--- src/rtl/core/tsp_pkg.sv ---
// Shared types and constants for the transport stream packet aligner.
package tsp_pkg;

  localparam int unsigned DEF_PACKET_BYTES = 188;
  localparam int unsigned QUEUE_DEPTH      = 2;

  localparam logic [7:0] SYNC_RESET = 8'h47;

  // header positions: bytes 1..3 carry the header, byte 3 completes it
  localparam logic [7:0] HDR_FIRST_POS = 8'd1;
  localparam logic [7:0] HDR_LAST_POS  = 8'd3;

  // one classified word handed from the front to the back
  typedef struct packed {
    logic [7:0]  data;
    logic [7:0]  pos;
    logic        last;
    logic        hdr_ready;
    logic [23:0] hdr;
  } tsp_entry_t;

  // push/pop handshake between the queue and its neighbors
  typedef struct packed {
    logic valid;
    logic ready;
  } tsp_hs_t;

endpackage

--- src/rtl/core/tsp_front.sv ---
// Front: hunts for sync, tracks byte position and collects header bytes.
module tsp_front import tsp_pkg::*; #(
  parameter int unsigned PACKET_BYTES = DEF_PACKET_BYTES
) (
  input  logic       clk,
  input  logic       rst,
  input  logic       cfg_wr_en,
  input  logic [7:0] cfg_wr_data,
  input  logic       in_valid,
  output logic       in_ready,
  input  logic [7:0] in_byte,
  output tsp_hs_t    push,
  output tsp_entry_t push_entry,
  input  logic       push_full
);

  localparam logic [7:0] LAST_POS = 8'(PACKET_BYTES - 1);

  logic [7:0]  sync_value;
  logic        in_packet;
  logic [7:0]  position_count;
  logic [23:0] header_bits;

  logic [7:0]  pos;
  logic [23:0] hdr_base;
  logic [23:0] hdr_next;
  logic        take;
  logic        last;

  assign in_ready = !push_full;

  always_comb begin
    pos      = in_packet ? position_count : 8'd0;
    hdr_base = in_packet ? header_bits : 24'd0;
    if (pos >= HDR_FIRST_POS && pos <= HDR_LAST_POS) begin
      hdr_next = {hdr_base[15:0], in_byte};
    end else begin
      hdr_next = hdr_base;
    end
    last = (pos >= LAST_POS);
    // outside a packet only a sync byte is kept
    take = in_valid && in_ready && (in_packet || in_byte == sync_value);
  end

  assign push.valid           = take;
  assign push.ready           = in_ready;
  assign push_entry.data      = in_byte;
  assign push_entry.pos       = pos;
  assign push_entry.last      = last;
  assign push_entry.hdr_ready = (pos >= HDR_LAST_POS);
  assign push_entry.hdr       = hdr_next;

  always_ff @(posedge clk) begin
    if (rst) begin
      sync_value     <= SYNC_RESET;
      in_packet      <= 1'b0;
      position_count <= 8'd0;
      header_bits    <= 24'd0;
    end else begin
      if (cfg_wr_en) begin
        sync_value <= cfg_wr_data;
      end
      if (take) begin
        header_bits <= hdr_next;
        if (last) begin
          in_packet      <= 1'b0;
          position_count <= 8'd0;
        end else begin
          in_packet      <= 1'b1;
          position_count <= pos + 8'd1;
        end
      end
    end
  end

endmodule

--- src/rtl/core/tsp_queue.sv ---
// Short queue decoupling the front from the back.
module tsp_queue import tsp_pkg::*; #(
  parameter int unsigned DEPTH = QUEUE_DEPTH
) (
  input  logic       clk,
  input  logic       rst,
  input  tsp_hs_t    push,
  input  tsp_entry_t push_entry,
  output logic       full,
  output tsp_hs_t    pop,
  input  logic       pop_take,
  output tsp_entry_t pop_entry
);

  localparam int unsigned PtrW = (DEPTH > 1) ? $clog2(DEPTH) : 1;
  localparam int unsigned CntW = $clog2(DEPTH + 1);
  localparam logic [PtrW-1:0] PtrLast = PtrW'(DEPTH - 1);
  localparam logic [CntW-1:0] CntFull = CntW'(DEPTH);

  tsp_entry_t     mem [DEPTH];
  logic [PtrW-1:0] wr_ptr;
  logic [PtrW-1:0] rd_ptr;
  logic [CntW-1:0] count;

  logic do_push;
  logic do_pop;

  assign full      = (count == CntFull);
  assign pop.valid = (count != '0);
  assign pop.ready = pop_take;
  assign pop_entry = mem[rd_ptr];
  assign do_push   = push.valid && !full;
  assign do_pop    = pop.valid && pop_take;

  always_ff @(posedge clk) begin
    if (do_push) begin
      mem[wr_ptr] <= push_entry;
    end
  end

  always_ff @(posedge clk) begin
    if (rst) begin
      wr_ptr <= '0;
      rd_ptr <= '0;
      count  <= '0;
    end else begin
      if (do_push) begin
        wr_ptr <= (wr_ptr == PtrLast) ? '0 : wr_ptr + PtrW'(1);
      end
      if (do_pop) begin
        rd_ptr <= (rd_ptr == PtrLast) ? '0 : rd_ptr + PtrW'(1);
      end
      if (do_push && !do_pop) begin
        count <= count + CntW'(1);
      end else if (do_pop && !do_push) begin
        count <= count - CntW'(1);
      end
    end
  end

endmodule

--- src/rtl/core/tsp_back.sv ---
// Back: decodes header fields and drives the registered output word.
module tsp_back import tsp_pkg::*; (
  input  logic        clk,
  input  logic        rst,
  input  tsp_hs_t     pop,
  output logic        pop_take,
  input  tsp_entry_t  pop_entry,
  output logic        out_valid,
  input  logic        out_ready,
  output logic [39:0] out_data,
  output logic        out_last,
  output logic        out_user
);

  logic [39:0] data_next;
  logic [23:0] hdr;

  assign pop_take = !out_valid || out_ready;

  always_comb begin
    hdr       = pop_entry.hdr_ready ? pop_entry.hdr : 24'd0;
    data_next = {hdr[3:0],    // continuity
                 hdr[5:4],    // adaptation control
                 hdr[7:6],    // scrambling
                 hdr[20:8],   // PID
                 hdr[21],     // priority
                 hdr[22],     // unit start
                 hdr[23],     // error
                 pop_entry.pos,
                 pop_entry.data};
  end

  always_ff @(posedge clk) begin
    if (rst) begin
      out_valid <= 1'b0;
    end else if (pop_take) begin
      out_valid <= pop.valid;
    end
  end

  always_ff @(posedge clk) begin
    if (pop_take && pop.valid) begin
      out_data <= data_next;
      out_last <= pop_entry.last;
      out_user <= pop_entry.hdr_ready;
    end
  end

endmodule

--- src/rtl/core/transport_stream_packet_aligner.sv ---
// Top level of the transport stream packet aligner.
//
//  channel  | dir | handshake                   | content
//  ---------+-----+-----------------------------+----------------------------------
//  s_axis   | in  | s_axis_tvalid/s_axis_tready | raw stream byte
//  m_axis   | out | m_axis_tvalid/m_axis_tready | packet byte, position, header
//  cfg      | in  | cfg_wr_en                   | sync byte value
//
// One word per cycle sustained while m_axis_tready stays high; a kept byte
// passes the queue write, then the output register, before it shows on m_axis.
// Bytes dropped while hunting produce no output word.
// rst is synchronous; after reset the block hunts for 0x47.
// s_axis_tready drops only when the two-entry queue is full, i.e. when the
// output register is held by m_axis_tready low and the queue has backed up.
module transport_stream_packet_aligner import tsp_pkg::*; #(
  parameter int unsigned PACKET_BYTES = DEF_PACKET_BYTES  // 5..255
) (
  input  logic        clk,
  input  logic        rst,
  // config
  input  logic        cfg_wr_en,
  input  logic [7:0]  cfg_wr_data,     // sync_value
  // input stream
  input  logic        s_axis_tvalid,
  output logic        s_axis_tready,
  input  logic [7:0]  s_axis_tdata,    // [7:0] stream_byte
  // output stream
  output logic        m_axis_tvalid,
  input  logic        m_axis_tready,
  // [7:0] packet_byte, [15:8] byte_position, [16] error_flag,
  // [17] unit_start, [18] priority_flag, [31:19] stream_id,
  // [33:32] scramble_mode, [35:34] adapt_mode, [39:36] continuity
  output logic [39:0] m_axis_tdata,
  output logic        m_axis_tlast,    // packet_end
  output logic        m_axis_tuser     // [0] header_ready
);

  tsp_hs_t    push;
  tsp_entry_t push_entry;
  logic       q_full;
  tsp_hs_t    pop;
  logic       pop_take;
  tsp_entry_t pop_entry;

  // sync hunt, position count, header capture
  tsp_front #(
    .PACKET_BYTES(PACKET_BYTES)
  ) u_front (
    .clk        (clk),
    .rst        (rst),
    .cfg_wr_en  (cfg_wr_en),
    .cfg_wr_data(cfg_wr_data),
    .in_valid   (s_axis_tvalid),
    .in_ready   (s_axis_tready),
    .in_byte    (s_axis_tdata),
    .push       (push),
    .push_entry (push_entry),
    .push_full  (q_full)
  );

  // decoupling queue
  tsp_queue #(
    .DEPTH(QUEUE_DEPTH)
  ) u_queue (
    .clk       (clk),
    .rst       (rst),
    .push      (push),
    .push_entry(push_entry),
    .full      (q_full),
    .pop       (pop),
    .pop_take  (pop_take),
    .pop_entry (pop_entry)
  );

  // header decode and output register
  tsp_back u_back (
    .clk      (clk),
    .rst      (rst),
    .pop      (pop),
    .pop_take (pop_take),
    .pop_entry(pop_entry),
    .out_valid(m_axis_tvalid),
    .out_ready(m_axis_tready),
    .out_data (m_axis_tdata),
    .out_last (m_axis_tlast),
    .out_user (m_axis_tuser)
  );

endmodule
--- config.mk ---
export PLATFORM = sky130hd
export DESIGN_NAME = transport_stream_packet_aligner
export DESIGN_NICKNAME = d
export VERILOG_FILES = /design/src/rtl/core/tsp_pkg.sv /design/src/rtl/core/tsp_front.sv /design/src/rtl/core/tsp_queue.sv /design/src/rtl/core/tsp_back.sv /design/src/rtl/core/transport_stream_packet_aligner.sv
export SDC_FILE = /design/constraint.sdc
export NUM_CORES = 1
export LEC_CHECK = 0
export ABC_CLOCK_PERIOD_IN_PS = 7790
export BUFFER_PORTS_ARGS = -buffer_cell sky130_fd_sc_hd__buf_2
export CAP_MARGIN = 0
export CORE_UTILIZATION = 59
export CTS_CLUSTER_SIZE = 40
export DETAILED_ROUTE_END_ITERATION = 10
export PLACE_DENSITY = 0.79
export REMOVE_ABC_BUFFERS = 1
export SETUP_SLACK_MARGIN = 0.15
export SYNTH_ARGS = -nofsm -noshare
export SYNTH_HDL_FRONTEND = slang
export SYNTH_SLANG_ARGS = --single-unit
--- constraint.sdc ---
create_clock -name clk -period 7.79 [get_ports clk]
set_input_delay 1.558 -clock clk [delete_from_list [all_inputs] [get_ports clk]]
set_output_delay 1.558 -clock clk [all_outputs]
set_load 0.03 [all_outputs]
=== Word level (Yosys, flattened, before mapping) ===
Memories as Yosys holds them, arrays and structs flattened. A register that Yosys moved wholly into a read port is not among the register bits.
Cells that the tools add are included.

* Output and inout port bits: 44
* Memory bits (writable): 84
* Input port bits: 21
* Word-level logic and storage cells: 52
* Register bits: 88
* Memories: 1

* Reductions and logical operators: 15
* Order comparisons: 4
* Muxes and demuxes: 13
* Add/sub/neg operators: 5
* Eq/ne operators: 2

{| class="wikitable"
|+ Memory list
! memory !! depth !! bits a word !! read ports !! clocked after memory_dff !! wr ports !! RTL line !! text
|-
| u_queue.mem || 2 || 42 || 1 || 1 || 1 || tsp_queue.sv:20 || <nowiki>tsp_entry_t mem [DEPTH];</nowiki>
|}

{| class="wikitable"
|+ Operator list
! operator !! number
|-
| two-way mux 24 bit || 2
|-
| two-way mux 8 bit || 2
|-
| adder 8 x 1 -> 8 bit, second input constant || 1
|-
| equality test 8 bit || 1
|-
| greater-or-equal comparator 8 x 1 -> 1 bit, second input constant || 1
|-
| greater-or-equal comparator 8 x 2 -> 1 bit, second input constant || 1
|-
| greater-or-equal comparator 8 bit, second input constant || 1
|-
| less-or-equal comparator 8 x 2 -> 1 bit, second input constant || 1
|-
| logical AND 1 bit || 7
|-
| two-way mux 1 bit || 7
|-
| logical NOT 1 bit || 4
|-
| two-way mux 2 bit || 2
|-
| nonzero test 2 bit || 2
|-
| adder 1 bit, second input constant || 2
|-
| adder 2 x 1 -> 2 bit, second input constant || 1
|-
| equality test 2 bit, second input constant || 1
|-
| logical OR 1 bit || 2
|-
| subtractor 2 x 1 -> 2 bit, second input constant || 1
|}

=== Logic depth before layout (Yosys ltp) ===
* Depth in word-level cells: 9
* Mapped depth: 10
* Gate-level depth less buffers: 8

=== Cells and area by module ===
Synthesis repeated with hierarchy kept, for this count alone.

* Cell total of the unflattened synthesis: 504
* Area total of the unflattened synthesis: 7030.5 sq um

{| class="wikitable"
|+ By module, submodules not included
! module !! cells an instance !! seq. area each (sq um) !! instances !! area each (sq um)
|-
| tsp_queue || 157 || 2622.5 || 1 || 3248.1
|-
| tsp_front || 274 || 820.8 || 1 || 2284.7
|-
| tsp_back || 73 || 1281.2 || 1 || 1497.7
|}

=== Worst setup path before layout ===
OpenSTA, ideal clock, no wires.

* Path kind: in2reg
* Start point: input port s_axis_tdata[1]
* End point: memory u_queue.mem[0][0] (netlist name), enable pin
* Path buffers: 0
* Setup time: 0.502 ns
* Stages on the path: 4
* Arrival: 5.488 ns
* Path slack: 1.799 ns
* Data required time: 7.288 ns
* Path through: xnor2_1 > nand4_1 > o21ai_1 > nor3b_1

* Word-level cells in the longest chain between the ends: 6

{| class="wikitable"
|+ RTL lines
! what !! RTL line !! text
|-
| start: declaration || transport_stream_packet_aligner.sv:26 || <nowiki>input logic [7:0] s_axis_tdata,</nowiki>
|-
| equality test 8 bit || tsp_front.sv:42 || <nowiki>take = in_valid && in_ready && (in_packet || in_byte == sync_value);</nowiki>
|-
| logical OR 1 bit || tsp_front.sv:42 ||
|-
| logical AND 1 bit || tsp_front.sv:42 ||
|-
| logical AND 1 bit || tsp_queue.sv:32 || <nowiki>assign do_push = push.valid && !full;</nowiki>
|-
| two-way mux 1 bit || tsp_queue.sv:36 || <nowiki>if (do_push) begin</nowiki>
|-
| two-way mux 1 bit (implied by the code) || tsp_queue.sv:37 || <nowiki>mem[wr_ptr] <= push_entry;</nowiki>
|-
| end: declaration || tsp_queue.sv:20 ||
|}

No other way between the ends.

=== Final worst setup path ===
* Start point: input port s_axis_tdata[0]
* End point: memory u_queue.mem[1][27] (netlist name), enable pin

The elaborated chain is that of the path after synthesis.

==> key figures <==
Outcome
  • Outcome: complete, but fails checks
  • Failing checks: design-rule violations

Layout
  • Area added between synthesis and finish: 13.8%
  • Total number of nets in the final design: around 630
  • Area taken by flip-flops and latches: between 4000 and 5000 um2
  • Combined area of the multi-input logic cells: approximately 2200 um2
  • Count of inserted antenna diode cells: 0
  • Final-layout fill cell count: 795
  • Proportion of layout cells with a drive suffix above 1: 20.6%

Placement
  • DP HPWL: a little over 8000 um
  • Pre-CTS worst setup slack: between 3 and 4 ns
  • IO buf count: between 60 and 70
  • Routability congestion estimate from global placement: just under 0.9

GRT
  • Pin count of the biggest net entering global routing: 63
  • Wire length of the first global-routing pass: roughly 22,000 um
  • Number of antenna violations at the first check in global routing: 1
  • Via count of the first global-routing pass: between 4k and 5k
  • Overflow left after global routing: 0
  • Total global routing track utilization: between 20% and 30%

Clocking
  • Number of sinks handled by clock tree synthesis: around 170
  • Number of instances resized during post-cts repair: 0
  • Number of buffers added to fix hold violations after cts: 0
  • Clock buffer count from CTS: 17
  • Clock Pin Slew Worst Setup and Hold Paths: ~0.060 ns
  • CTS tree: yes
  • H-tree lvl count: 4
  • Clock tree buffer depth: 2
  • Clk root buf: clkbuf_16
  • Setup fix buffers added after clock tree synthesis: 0
  • Latest clock arrival within the worst-skew pair: ~0.42 ns

Pwr
  • Power per cell area: around 310 nW/um2
  • Total chip power: 2.52 mW
  • Leakage component of the power: ~2.9 nW
  • Maximum vdd drop: approximately 0.30 mV

Route
  • Average wire per standard cell: around 18 um
  • Iter 0 DRT Violations: roughly 410
  • Post-DR vias/cell: between 6 and 7
  • Remaining antenna violation count after routing: 0
  • Aggregate routed wire length: between 10,000 and 15,000 um
  • Drt drc: 5
  • Number of detailed-route iterations in the first pass: 8
  • Routed vias: around 4.6k

Timing
  • Tcrit/Tclk final: between 50% and 60%
  • Final hold slack: approximately 0.46 ns
  • Fin. max-slew vios: 0
  • Post-route setup slack: approximately 4 ns
  • Minimum clock period after layout: between 3 and 4 ns
  • Least-Margin Pin Slew: 1.24 ns
  • Unrepaired setup endpoints after global routing: false
  • Worst rel slew slack: ~17%
  • Highest achievable clock rate: between 200 and 300 MHz
  • Worst clock skew: around 0.007 ns
  • Final-report setup violation count: 0
  • Post-route setup TNS: 0 ns
  • Number of failing hold endpoints at the final stage: 0

Critical path
  • Cell chain of the critical path: buf_2 -> xnor2_1 -> nand4_1 -> o21ai_1 -> and3_2
  • Flop2flop setup slack: between 4 and 5 ns
  • Path type of the worst setup path: in -> reg
  • Library cell contributing the largest single delay on the critical path: and3_2
  • Data required time at the worst endpoint: around 7.8 ns
  • End of the worst register-to-register path: u_queue.mem[1][27]
  • Crit start category: primary input
  • Longest individual stage delay on the worst path: a little over 1 ns
  • Reg2Reg Launch Point: u_front.in_packet
  • FF-to-FF path depth: 3
  • Maximum net fanout on the critical path: 42
  • Worst Path Arrival: a little under 4 ns
  • Critical path endpoint category: flip-flop

Yosys
  • Portion of the post-synthesis area used by sequential elements: about two thirds
  • Yosys warns: 0
  • Prevailing post-synth register cell: edfxtp_1
  • Cell accounting for the most synthesized area: edfxtp_1
  • Total standard cell area after synthesis: approximately 7100 um2
  • Number of instances in the synthesized netlist: 562
  • Yosys reg bits: between 150 and 200
  • Count of different cell masters after synthesis: 54
  • Post-synth EDFFs: roughly 130
  • Area share of the largest cell type after synthesis: 53.3%
  • Synthesized area per cell: ~13 um2
  • Post-synthesis async set-or-reset flop share: 0%
  • Synth top area cells: edfxtp_1 53%, dfxtp_1 13%, mux2i_1 4.1%

Die
  • Placeable core region: 11,600 um2
  • Initial standard-cell utilization of the core: between 60% and 70%
  • Standard-cell rows: 39
  • Die boundary width: approximately 110 um
  • I/O pin total: 65
  • Die ar.: around 12,000 um2
  • Overall die height: 112 um

Run
  • Maximum Capacitance Violations: 0

Hold path
  • Hold Path Stages: 2
  • Path class of the lowest-slack min-delay path: reg -> reg
  • Worst hold endpoint: u_front.header_bits[16]
  • Min-Delay Startpoint: u_front.header_bits[16]
[layer usage]
metal | track usage [%] | wire, um | vias to the layer above
met3 | 4.84 | 853 | 25
met1 | 31.8 | 6080 | 2253
met4 | 9.64 | 256 | 2
met5 | 0 | 8 | -
li1 | - | - | 2182
met2 | 37.4 | 6610 | 184
[sequential cells by signal, summed over array words and instances, names as in the netlist, named ones only]
name                    count
u_back.out_data            40
u_back.out_last             1
u_back.out_user             1
u_back.out_valid            1
u_front.header_bits        24
u_front.in_packet           1
u_front.position_count      8
u_front.sync_value          8
u_queue.count               2
u_queue.mem                84
u_queue.rd_ptr              1
u_queue.wr_ptr              1
[how the worst max path moves through the flow]
| stage | startpoint | to | slack [ns] | cells past startpoint |
|---|---|---|---|---|
| floorplan | s_axis_tdata[1] | u_queue.mem[0][0] | 1.80 | 4 |
| global placement | s_axis_tdata[1] | u_queue.mem[1][17] | 3.63 | 5 |
| detailed placement | s_axis_tdata[3] | u_queue.mem[1][17] | 3.51 | 5 |
| CTS | s_axis_tdata[3] | u_queue.mem[1][16] | 3.94 | 5 |
| global route | s_axis_tdata[3] | u_queue.mem[1][0] | 3.73 | 5 |
| finish | s_axis_tdata[0] | u_queue.mem[1][27] | 3.89 | 5 |
[cells in the final DEF, fill, tap and decap left out, drive strengths merged, types with 9 or more instances in the layout]
cell / instances
a21oi: 20
buf: 72
clkbuf: 19
clkinv: 10
dfxtp: 47
edfxtp: 126
inv: 16
mux2: 17
mux2i: 29
nand2: 57
nand2b: 10
nand3: 23
nand4: 9
nor2: 41
nor2b: 13
o21ai: 12
xnor2: 9
[final cells by class]
class	count	share of cell area [%]
Sequential cell	173	58.5
Multi-Input combinational cell	332	26.7
Inverter	16	0.743
Tap cell	143	2.21
Clock buffer	19	5.61
Timing Repair Buffer	72	4.71
Clock inverter	13	1.50
[report_power, final]
part	switching [mW]	internal, mW	leakage, nW
logic	0.400	0.142	0.954
clock network	0.331	0.484	0.285
registers	0.0306	1.13	1.63
[metrics by stage]
stage / std cells / instance area, um2 / utilization (%)
finish: 768 / 8080 / 69.9
floorplan: 521 / 6930 / -
CTS: 768 / 8080 / 69.9
global route: 768 / 8080 / 69.9
detailed placement: 736 / 7500 / 64.9
global placement: 736 / 7500 / 64.9
[critical path, delay by kind of cell]
family	cells	cell delay, ns
and+or+nand+nor	2	1.34
AOI/OAI and AO/OA	1	0.67
buffers and inverters	1	0.14
xor gates and xnor gates	1	0.19
[cell families after synthesis]
family          share of synthesized area (%)
fa+ha+maj                               0.176
xor+xnor                                 1.36
simple gates                             13.6
buf+inv                                  3.28
mux                                      6.78
flops                                    66.5
compound gates                           8.25
[cell usage after synthesis (2+ instances only)]
| library cell | n |
|---|---|
| a211o_1 | 5 |
| a211oi_1 | 3 |
| a21oi_1 | 20 |
| a311oi_1 | 2 |
| a31oi_1 | 5 |
| a41oi_1 | 5 |
| and2_1 | 6 |
| and3_1 | 4 |
| and4_1 | 3 |
| buf_1 | 7 |
| buf_2 | 5 |
| clkbuf_1 | 26 |
| dfxtp_1 | 47 |
| edfxtp_1 | 126 |
| inv_1 | 14 |
| mux2_2 | 17 |
| mux2i_1 | 29 |
| nand2_1 | 56 |
| nand2b_1 | 10 |
| nand3_1 | 23 |
| nand4_1 | 8 |
| nand4b_1 | 8 |
| nor2_1 | 41 |
| nor2b_1 | 13 |
| nor3b_1 | 2 |
| o2111ai_1 | 2 |
| o211ai_1 | 4 |
| o21ai_0 | 11 |
| o22ai_1 | 8 |
| o31ai_1 | 8 |
| o41ai_1 | 8 |
| or3_1 | 3 |
| or4_1 | 3 |
| xnor2_1 | 9 |
| xor2_1 | 2 |
Note: power is estimated with default switching activity, not from simulation.
